--- config.mk ---
export PLATFORM = sky130hd
export DESIGN_NAME = key_press_tracker
export DESIGN_NICKNAME = d
export VERILOG_FILES = /design/src/hw/rtl/kpt_pkg.sv /design/src/hw/rtl/kpt_apb_regs.sv /design/src/hw/rtl/kpt_count_mem.sv /design/src/hw/rtl/key_press_tracker.sv
export SDC_FILE = /design/constraint.sdc
export NUM_CORES = 2
export LEC_CHECK = 0
export ABC_CLOCK_PERIOD_IN_PS = 13000
export BUFFER_PORTS_ARGS = -buffer_cell sky130_fd_sc_hd__clkbuf_2
export CAP_MARGIN = 20
export CORE_MARGIN = 2
export CORE_UTILIZATION = 60
export DETAILED_ROUTE_END_ITERATION = 7
export GPL_ROUTABILITY_DRIVEN = 0
export HOLD_SLACK_MARGIN = 0.06
export PLACE_DENSITY = 0.84
export SYNTH_ARGS = -nofsm -noshare
export SYNTH_HDL_FRONTEND = slang
export SYNTH_SLANG_ARGS = --single-unit
--- constraint.sdc ---
create_clock -name clk -period 13 [get_ports clk]
set_clock_uncertainty 0.1 [all_clocks]
set_input_delay 1.95 -clock clk [delete_from_list [all_inputs] [get_ports clk]]
set_output_delay 1.95 -clock clk [all_outputs]
set_load 0.01 [all_outputs]
--- src/hw/rtl/kpt_pkg.sv ---
// ----------------------------------------------------------------------------
// kpt_pkg
// Shared types and constants of the key press tracker: operation codes,
// register map, configuration bundle and the layout of one count entry.
// ----------------------------------------------------------------------------
package kpt_pkg;

  // Widths fixed by the item and register formats
  localparam int unsigned KEY_W   = 8;
  localparam int unsigned CNT_W   = 3;
  localparam int unsigned EPOCH_W = 4;
  localparam int unsigned ADDR_W  = 4;
  localparam int unsigned DATA_W  = 32;

  // Operation codes carried by an input transfer
  typedef enum logic [1:0] {
    OP_KEY_DOWN = 2'd0,
    OP_KEY_UP   = 2'd1,
    OP_QUERY    = 2'd2,
    OP_CLEAR    = 2'd3
  } op_t;

  // Register indexes (byte address / 4)
  typedef enum logic [1:0] {
    REG_SHIFT_CODE   = 2'd0,
    REG_CONTROL_CODE = 2'd1,
    REG_REPEAT_LIMIT = 2'd2
  } reg_idx_t;

  // Register values seen by the tracker
  typedef struct packed {
    logic [KEY_W-1:0] shift_key_code;
    logic [KEY_W-1:0] control_key_code;
    logic [CNT_W-1:0] repeat_limit;
  } cfg_t;

  // One count entry: the count is live only while its epoch tag matches
  typedef struct packed {
    logic [EPOCH_W-1:0] epoch;
    logic [CNT_W-1:0]   count;
  } entry_t;

  // Count held by an entry under the current epoch; stale entries read zero
  function automatic logic [CNT_W-1:0] entry_count(entry_t e, logic [EPOCH_W-1:0] ep);
    return (e.epoch == ep) ? e.count : '0;
  endfunction

endpackage

--- src/hw/rtl/kpt_apb_regs.sv ---
// ----------------------------------------------------------------------------
// kpt_apb_regs
// APB register file: shift key code, control key code and repeat limit.
// Zero-wait-state writes and reads.
// ----------------------------------------------------------------------------
module kpt_apb_regs (
  input  logic                         clk,
  input  logic                         rst,
  input  logic                         psel,
  input  logic                         penable,
  input  logic                         pwrite,
  input  logic [kpt_pkg::ADDR_W-1:0]   paddr,
  input  logic [kpt_pkg::DATA_W-1:0]   pwdata,
  output logic [kpt_pkg::DATA_W-1:0]   prdata,
  output logic                         pready,
  output kpt_pkg::cfg_t                cfg
);

  logic                wr_en;
  kpt_pkg::reg_idx_t   idx;

  assign pready = 1'b1;
  assign wr_en  = psel && penable && pwrite && pready;
  assign idx    = kpt_pkg::reg_idx_t'(paddr[3:2]);

  // Write registers on a completed access transfer
  always_ff @(posedge clk) begin
    if (rst) begin
      cfg.shift_key_code   <= kpt_pkg::KEY_W'(16);
      cfg.control_key_code <= kpt_pkg::KEY_W'(17);
      cfg.repeat_limit     <= kpt_pkg::CNT_W'(4);
    end else if (wr_en) begin
      case (idx)
        kpt_pkg::REG_SHIFT_CODE:   cfg.shift_key_code   <= pwdata[kpt_pkg::KEY_W-1:0];
        kpt_pkg::REG_CONTROL_CODE: cfg.control_key_code <= pwdata[kpt_pkg::KEY_W-1:0];
        kpt_pkg::REG_REPEAT_LIMIT: cfg.repeat_limit     <= pwdata[kpt_pkg::CNT_W-1:0];
        default: ;
      endcase
    end
  end

  // Read back the addressed register
  always_comb begin
    case (idx)
      kpt_pkg::REG_SHIFT_CODE:   prdata = kpt_pkg::DATA_W'(cfg.shift_key_code);
      kpt_pkg::REG_CONTROL_CODE: prdata = kpt_pkg::DATA_W'(cfg.control_key_code);
      kpt_pkg::REG_REPEAT_LIMIT: prdata = kpt_pkg::DATA_W'(cfg.repeat_limit);
      default:                   prdata = '0;
    endcase
  end

endmodule

--- src/hw/rtl/kpt_count_mem.sv ---
// ----------------------------------------------------------------------------
// kpt_count_mem
// Count store: one write port, one read port with registered read data.
// ----------------------------------------------------------------------------
module kpt_count_mem #(
  parameter int unsigned DEPTH = 256
) (
  input  logic                   clk,
  input  logic                   we,
  input  logic [$clog2(DEPTH)-1:0] waddr,
  input  kpt_pkg::entry_t        wdata,
  input  logic [$clog2(DEPTH)-1:0] raddr,
  output kpt_pkg::entry_t        rdata
);

  kpt_pkg::entry_t mem [DEPTH];

  // Write port
  always_ff @(posedge clk) begin
    if (we) begin
      mem[waddr] <= wdata;
    end
  end

  // Read port with registered read data
  always_ff @(posedge clk) begin
    rdata <= mem[raddr];
  end

endmodule

--- src/hw/rtl/key_press_tracker.sv ---
// ----------------------------------------------------------------------------
// key_press_tracker
// Per-key pending press counter with shift/control filtering and a found flag.
// ----------------------------------------------------------------------------
// Each accepted command (start high while busy is low) yields exactly one
// result, shown on hit and key_found for the single cycle in which done is
// high; the receiver cannot stall it, so it must take the result in that
// cycle. Key up and an ordinary key down read the key's count, then write
// it back. A query reads the shift, control and key counts in turn from the
// one read port, then writes the key's count back. A shift or control key
// down reads the two modifier counts, gives its result, advances the epoch
// and writes both counts back one per cycle. Clear all answers in the cycle
// after it is accepted by advancing a 4-bit epoch tag kept in every entry;
// on every 16th epoch step the store is swept instead, which keeps busy
// high until every entry is cleared. After reset the same sweep runs before
// the first command is accepted; configuration writes are taken at any time.
// ----------------------------------------------------------------------------
module key_press_tracker #(
  parameter int unsigned KEY_CODES = 256
) (
  input  logic                           clk,
  input  logic                           rst,
  // command channel
  input  logic                           start,
  output logic                           busy,
  input  logic [1:0]                     operation,
  input  logic [kpt_pkg::KEY_W-1:0]      key_code,
  input  logic                           want_shift,
  input  logic                           want_control,
  // result channel
  output logic                           done,
  output logic                           hit,
  output logic                           key_found,
  // configuration port
  input  logic                           psel,
  input  logic                           penable,
  input  logic                           pwrite,
  input  logic [kpt_pkg::ADDR_W-1:0]     paddr,
  input  logic [kpt_pkg::DATA_W-1:0]     pwdata,
  output logic [kpt_pkg::DATA_W-1:0]     prdata,
  output logic                           pready
);

  localparam int unsigned AW        = $clog2(KEY_CODES);
  localparam logic        ALL_CODES = (KEY_CODES >= 256);
  localparam logic [16:0] CODE_LIM  = 17'(KEY_CODES);
  localparam logic [AW-1:0] LAST_ADDR = AW'(KEY_CODES - 1);

  typedef enum logic [6:0] {
    ST_SWEEP    = 7'b0000001,
    ST_IDLE     = 7'b0000010,
    ST_RD_CTRL  = 7'b0000100,
    ST_RD_KEY   = 7'b0001000,
    ST_UPDATE   = 7'b0010000,
    ST_WR_SHIFT = 7'b0100000,
    ST_WR_CTRL  = 7'b1000000
  } state_t;

  // A key code has a counter only below KEY_CODES
  function automatic logic code_ok(logic [kpt_pkg::KEY_W-1:0] c);
    return ALL_CODES || ({9'd0, c} < CODE_LIM);
  endfunction

  kpt_pkg::cfg_t   cfg;
  state_t          state;
  kpt_pkg::op_t    op_q;
  logic [kpt_pkg::KEY_W-1:0]   key_q;
  logic [kpt_pkg::KEY_W-1:0]   shift_q;
  logic [kpt_pkg::KEY_W-1:0]   ctrl_q;
  logic                        want_s_q;
  logic                        want_c_q;
  logic [kpt_pkg::EPOCH_W-1:0] epoch;
  logic [kpt_pkg::CNT_W-1:0]   s_cnt;
  logic [kpt_pkg::CNT_W-1:0]   c_cnt;
  logic [kpt_pkg::CNT_W-1:0]   new_s;
  logic [kpt_pkg::CNT_W-1:0]   new_c;
  logic                        resume;
  logic [AW-1:0]               sweep_addr;
  logic                        found_flag;

  // memory port signals
  logic                        mem_we;
  logic [AW-1:0]               mem_waddr;
  kpt_pkg::entry_t             mem_wdata;
  logic [AW-1:0]               mem_raddr;
  kpt_pkg::entry_t             mem_rdata;

  // datapath
  logic                        accept;
  kpt_pkg::op_t                op_in;
  logic                        in_is_mod;
  logic                        in_multi;
  logic [kpt_pkg::CNT_W-1:0]   rd_cnt;
  logic [kpt_pkg::CNT_W-1:0]   s_now;
  logic [kpt_pkg::CNT_W-1:0]   c_now;
  logic [kpt_pkg::CNT_W-1:0]   k_now;
  logic [kpt_pkg::CNT_W-1:0]   mod_cnt;
  logic [kpt_pkg::CNT_W-1:0]   mod_inc;
  logic [kpt_pkg::CNT_W-1:0]   upd_cnt;
  logic                        query_match;
  logic                        epoch_wrap;

  kpt_apb_regs u_regs (
    .clk     (clk),
    .rst     (rst),
    .psel    (psel),
    .penable (penable),
    .pwrite  (pwrite),
    .paddr   (paddr),
    .pwdata  (pwdata),
    .prdata  (prdata),
    .pready  (pready),
    .cfg     (cfg)
  );

  kpt_count_mem #(
    .DEPTH (KEY_CODES)
  ) u_mem (
    .clk   (clk),
    .we    (mem_we),
    .waddr (mem_waddr),
    .wdata (mem_wdata),
    .raddr (mem_raddr),
    .rdata (mem_rdata)
  );

  assign busy   = (state != ST_IDLE);
  assign accept = start && !busy;
  assign op_in  = kpt_pkg::op_t'(operation);

  // Commands that need the modifier counts read first
  assign in_is_mod = (key_code == cfg.shift_key_code) || (key_code == cfg.control_key_code);
  assign in_multi  = ((op_in == kpt_pkg::OP_KEY_DOWN) && in_is_mod) ||
                     ((op_in == kpt_pkg::OP_QUERY) && (key_code != '0));

  // Decode the entry coming out of the read port
  assign rd_cnt = kpt_pkg::entry_count(mem_rdata, epoch);
  assign s_now  = code_ok(shift_q) ? rd_cnt : '0;
  assign c_now  = code_ok(ctrl_q)  ? rd_cnt : '0;
  assign k_now  = code_ok(key_q)   ? rd_cnt : '0;

  // Modifier key down: the key's count is one of the two modifier counts
  assign mod_cnt = (key_q == shift_q) ? s_cnt : c_now;
  assign mod_inc = (mod_cnt < cfg.repeat_limit) ? kpt_pkg::CNT_W'(mod_cnt + 1'b1) : mod_cnt;

  assign query_match = ((s_cnt != '0) == want_s_q) && ((c_cnt != '0) == want_c_q) &&
                       (k_now != '0);

  assign epoch_wrap = (epoch == '1);

  // New count of the key written back in the update cycle
  always_comb begin
    case (op_q)
      kpt_pkg::OP_KEY_DOWN:
        upd_cnt = (k_now < cfg.repeat_limit) ? kpt_pkg::CNT_W'(k_now + 1'b1) : k_now;
      kpt_pkg::OP_KEY_UP: upd_cnt = '0;
      kpt_pkg::OP_QUERY:  upd_cnt = query_match ? kpt_pkg::CNT_W'(k_now - 1'b1) : k_now;
      default:            upd_cnt = k_now;
    endcase
  end

  // Select the read address
  always_comb begin
    case (state)
      ST_IDLE:    mem_raddr = in_multi ? AW'(cfg.shift_key_code) : AW'(key_code);
      ST_RD_CTRL: mem_raddr = AW'(ctrl_q);
      default:    mem_raddr = AW'(key_q);
    endcase
  end

  // Drive the write port
  always_comb begin
    mem_we    = 1'b0;
    mem_waddr = AW'(key_q);
    mem_wdata = '0;
    case (state)
      ST_SWEEP: begin
        mem_we    = 1'b1;
        mem_waddr = sweep_addr;
      end
      ST_UPDATE: begin
        mem_we          = code_ok(key_q);
        mem_wdata.epoch = epoch;
        mem_wdata.count = upd_cnt;
      end
      ST_WR_SHIFT: begin
        mem_we          = code_ok(shift_q);
        mem_waddr       = AW'(shift_q);
        mem_wdata.epoch = epoch;
        mem_wdata.count = new_s;
      end
      ST_WR_CTRL: begin
        mem_we          = code_ok(ctrl_q);
        mem_waddr       = AW'(ctrl_q);
        mem_wdata.epoch = epoch;
        mem_wdata.count = new_c;
      end
      default: ;
    endcase
  end

  // Latch the command fields on accept
  always_ff @(posedge clk) begin
    if (accept) begin
      op_q     <= op_in;
      key_q    <= key_code;
      shift_q  <= cfg.shift_key_code;
      ctrl_q   <= cfg.control_key_code;
      want_s_q <= want_shift;
      want_c_q <= want_control;
    end
  end

  // Sequence reads, writes and results
  always_ff @(posedge clk) begin
    if (rst) begin
      state      <= ST_SWEEP;
      sweep_addr <= '0;
      resume     <= 1'b0;
      epoch      <= '0;
      found_flag <= 1'b0;
      done       <= 1'b0;
    end else begin
      done <= 1'b0;
      case (state)
        ST_SWEEP: begin
          // clear one entry per cycle
          sweep_addr <= sweep_addr + 1'b1;
          if (sweep_addr == LAST_ADDR) begin
            sweep_addr <= '0;
            resume     <= 1'b0;
            state      <= resume ? ST_WR_SHIFT : ST_IDLE;
          end
        end
        ST_IDLE: begin
          if (accept) begin
            if (in_multi) begin
              state <= ST_RD_CTRL;
            end else if ((op_in == kpt_pkg::OP_KEY_DOWN) || (op_in == kpt_pkg::OP_KEY_UP)) begin
              state <= ST_UPDATE;
            end else begin
              // clear all, or a query of key zero: answer at once
              done      <= 1'b1;
              hit       <= 1'b0;
              key_found <= found_flag;
              if (op_in == kpt_pkg::OP_CLEAR) begin
                if (epoch_wrap) begin
                  epoch <= '0;
                  state <= ST_SWEEP;
                end else begin
                  epoch <= epoch + 1'b1;
                end
              end
            end
          end
        end
        ST_RD_CTRL: begin
          s_cnt <= s_now;
          state <= ST_RD_KEY;
        end
        ST_RD_KEY: begin
          c_cnt <= c_now;
          if (op_q == kpt_pkg::OP_QUERY) begin
            state <= ST_UPDATE;
          end else begin
            // modifier down: keep only the two modifier counts
            new_s      <= (key_q == shift_q) ? mod_inc : s_cnt;
            new_c      <= (key_q == ctrl_q)  ? mod_inc : c_now;
            done       <= 1'b1;
            hit        <= (mod_cnt != '0);
            key_found  <= found_flag || (mod_cnt == '0);
            found_flag <= found_flag || (mod_cnt == '0);
            if (epoch_wrap) begin
              epoch  <= '0;
              resume <= 1'b1;
              state  <= ST_SWEEP;
            end else begin
              epoch <= epoch + 1'b1;
              state <= ST_WR_SHIFT;
            end
          end
        end
        ST_UPDATE: begin
          done  <= 1'b1;
          state <= ST_IDLE;
          case (op_q)
            kpt_pkg::OP_KEY_DOWN: begin
              hit        <= (k_now != '0);
              key_found  <= found_flag || (k_now == '0);
              found_flag <= found_flag || (k_now == '0);
            end
            kpt_pkg::OP_QUERY: begin
              hit        <= query_match;
              key_found  <= query_match;
              found_flag <= query_match;
            end
            default: begin
              hit       <= 1'b0;
              key_found <= found_flag;
            end
          endcase
        end
        ST_WR_SHIFT: begin
          state <= ST_WR_CTRL;
        end
        ST_WR_CTRL: begin
          state <= ST_IDLE;
        end
        default: begin
          state <= ST_IDLE;
        end
      endcase
    end
  end

endmodule
==> flow_summary.toml <==
[status]
status = "finished, violations left"
violations = "design-rule violations"

[setup_path]
start_kind = "input port"
crit_fanout = 201
required_ps = 13540
path_buf_inv = 3
crit_path_end_kind = "register"
crit_family = "compound AO/OA/AOI/OAI gates"
path_cells = "clkbuf_2 > nor4_1 > a31o_2 > and2_1 > a21oi_1 > o31ai_4 > buf_12 > buf_12 > mux2i_1 > o22ai_1 > nor4_1 > a22oi_1 > o311ai_1 > nand4_1"
arrival_ps = 7240
slowest_stage = "buf_12"
cpPeakStageDelay_ps = 660
critPathKind = "in -> reg"

[pwr]
ir_worst_vdd_v = 0.000149
powerDensity_nw_per_um2 = 152
power_w = 0.0126
p_leak_nw = 27.2

[hold_path]
holdCritPathClass = "reg -> reg"

[clocking]
cts.path.max_buffers = 3
cts_setup_buffers = 0
hold_buffers = 0
cts_resized = 0
cts.root.buffer_cell = "clkbuf_16"
cts_tree = "built"
htree_num_levels = 4
cts-buffers-inserted = 177
clk_pin_slew_worst_paths_ps = 60
clock_sinks = 1882
clock_latency_ps = 820

[timing]
setup_viol_count_final = 0
tns_ps = 0
period_needed_ps = 6700
hold_viol = 0
worst_pin_slew_ps = 1350
relSlewSlack_pct = 9.85
timing.fmax_mhz = 149
rsz0062_at_grt = "no"
drv_slew = 0
timing.final.crit_share_pct = 51.5

[drt]
via_per_inst = 6.58
initialDrtViolationCount = 8452
ant_nets = 0
drt_pass1_iterations = 8
drc = 10
wl_mm = 192
via_count = 48900
avgRoutedWirePerCell_um = 25.9

[synth]
seq_area_frac_synth_pct = 74.0
syn_area_um2 = 75700
synth-seq-cells = 1882
syn_avg_cell_area_um2 = 13.3
synth_cells = 5709
synthArstFlopShare_pct = 0
synth_enable_flop_cells = 1834
yosysTopAreaCell = "edfxtp_1"
synth_top_area_share_pct = 72.7
ys_warn_count = 0
synth_top_flop_cell = "edfxtp_1"
synth_area_leaders = "edfxtp_1 (73%), nand2_1 (6.6%), mux2i_1 (3.4%), nand3_1 (2.2%), a21oi_1 (2.1%)"
ys_types = 75

[grt]
antenna_found_initial = 7
grt_usage_pct = 29.2
overflow = 0
grt_pass1_wl_mm = 285
grt_pass1_vias = 47100
grt_max_degree = 230

[die]
coreArea_um2 = 125000
start_util_pct = 60.4
die_h_um = 359
die_area_um2 = 129000
die_w_um = 359
boundaryPins = 91
rows = 130

[layout]
n_fill_cell = 7978
final_common_cell = "edfxtp_1"
fin_nets = 5705
final_cell_mix = "edfxtp_1 (1834), nand2_1 (1339), nor2_1 (395)"
multi_input_area_um2 = 18000
drive_gt1_share_pct = 7.12
final-seq-area_um2 = 56000
fin_cells = 7436
syn_to_final_growth_pct = 9.17
fin_util_pct = 65.9

[place]
placedCellCount = 7109
place_hpwl_mm = 107
io_buffers = 39

[run]
maxCapViolCount = 0
[power by group]
part           internal, W  switching (W)  total (W)
sequential         0.00661      0.0000232    0.00664
combinational     0.000211       0.000682   0.000893
clock              0.00282        0.00225    0.00507
total              0.00965        0.00296     0.0126
[final cells by class]
type / count / share of cell area [%]
tap: 1650 / 2.50
clock buffer: 227 / 5.71
antenna: 1 / 0.00303
timing repair buffer: 104 / 0.929
inverter: 22 / 0.127
multi-input combinational: 3453 / 21.8
clock inverter: 97 / 1.14
sequential: 1882 / 67.8
[worst min-delay path: cells and delay by family, from the launching register on]
kind,cells,cell delay (ps)
simple gates,2,130
flops,1,320
[metal layers]
metal  wire (um)  part of all wire [%]  global-route usage, %  vias to the layer above
met1       66600                    35                   38.2                    23500
met5          93                 0.048                      0                        -
li1            -                     -                      -                    20900
met4       10800                   5.6                   15.2                       14
met3       24700                    13                   7.07                      690
met2       90000                    47                   45.9                     3849
[worst paths after layout]
path	slack, ps	cells after the start	start	endpoint
worst max-delay path	6300	14	key_code[4]	u_mem.rdata[0]$_DFF_P_
worst min-delay path	410	2	u_regs.cfg[2]$_SDFFE_PP1P_	u_regs.cfg[2]$_SDFFE_PP1P_
worst max register to register	6640	13	state[2]$_SDFFE_PP0P_	u_mem.rdata[0]$_DFF_P_
worst min register to register	410	2	u_regs.cfg[2]$_SDFFE_PP1P_	u_regs.cfg[2]$_SDFFE_PP1P_
[cells in the mapped netlist, drive strengths merged (8+ instances only)]
| master | count |
|---|---|
| buf | 249 |
| o21ai | 83 |
| or3 | 8 |
| mux2i | 259 |
| a222oi | 11 |
| o211ai | 46 |
| nor4 | 111 |
| edfxtp | 1834 |
| nand3 | 328 |
| a21oi | 315 |
| xnor2 | 31 |
| nand2b | 8 |
| nand4 | 126 |
| nor2 | 398 |
| a22oi | 23 |
| a31oi | 98 |
| ha | 11 |
| o22ai | 83 |
| a32oi | 12 |
| inv | 22 |
| nand2 | 1340 |
| dfxtp | 48 |
| clkbuf | 126 |
| and2 | 10 |
| nor2b | 19 |
| xor2 | 17 |
| nor3 | 15 |
[cells by family (layout without fill, tap and decap cells)]
| kind of cell | after synthesis | in the layout | share of synthesized area [%] |
|---|---|---|---|
| AND/OR/NAND/NOR | 2387 | 2387 | 13.5 |
| other | 2 | 26 | 0.00992 |
| multiplexers | 265 | 265 | 3.52 |
| buffers and inverters | 397 | 450 | 2.51 |
| adder cells (fa/ha/maj) | 11 | 11 | 0.182 |
| flip-flops | 1882 | 1882 | 74.0 |
| AO/OA/AOI/OAI | 717 | 717 | 5.69 |
| XOR/XNOR | 48 | 48 | 0.555 |
[stage by stage]
step / hold slack [ps] / instance area, um2 / worst slack [ps]
2_1_floorplan: 303 / 75800 / 3500
3_3_place_gp: 380 / 77000 / 5880
3_5_place_dp: 403 / 77000 / 5710
4_1_cts: 412 / 82600 / 6570
5_1_grt: 440 / 82700 / 6190
6_report: 409 / 82700 / 6300
[state kept, by name, indices dropped and copies added (netlist names), 4 cells and up]
signal	flops
u_mem.mem	1792
u_regs.cfg	19
ctrl_q	8
key_q	8
shift_q	8
sweep_addr	8
state	7
u_mem.rdata	7
epoch	4
Power figures use the tool's default switching activity.
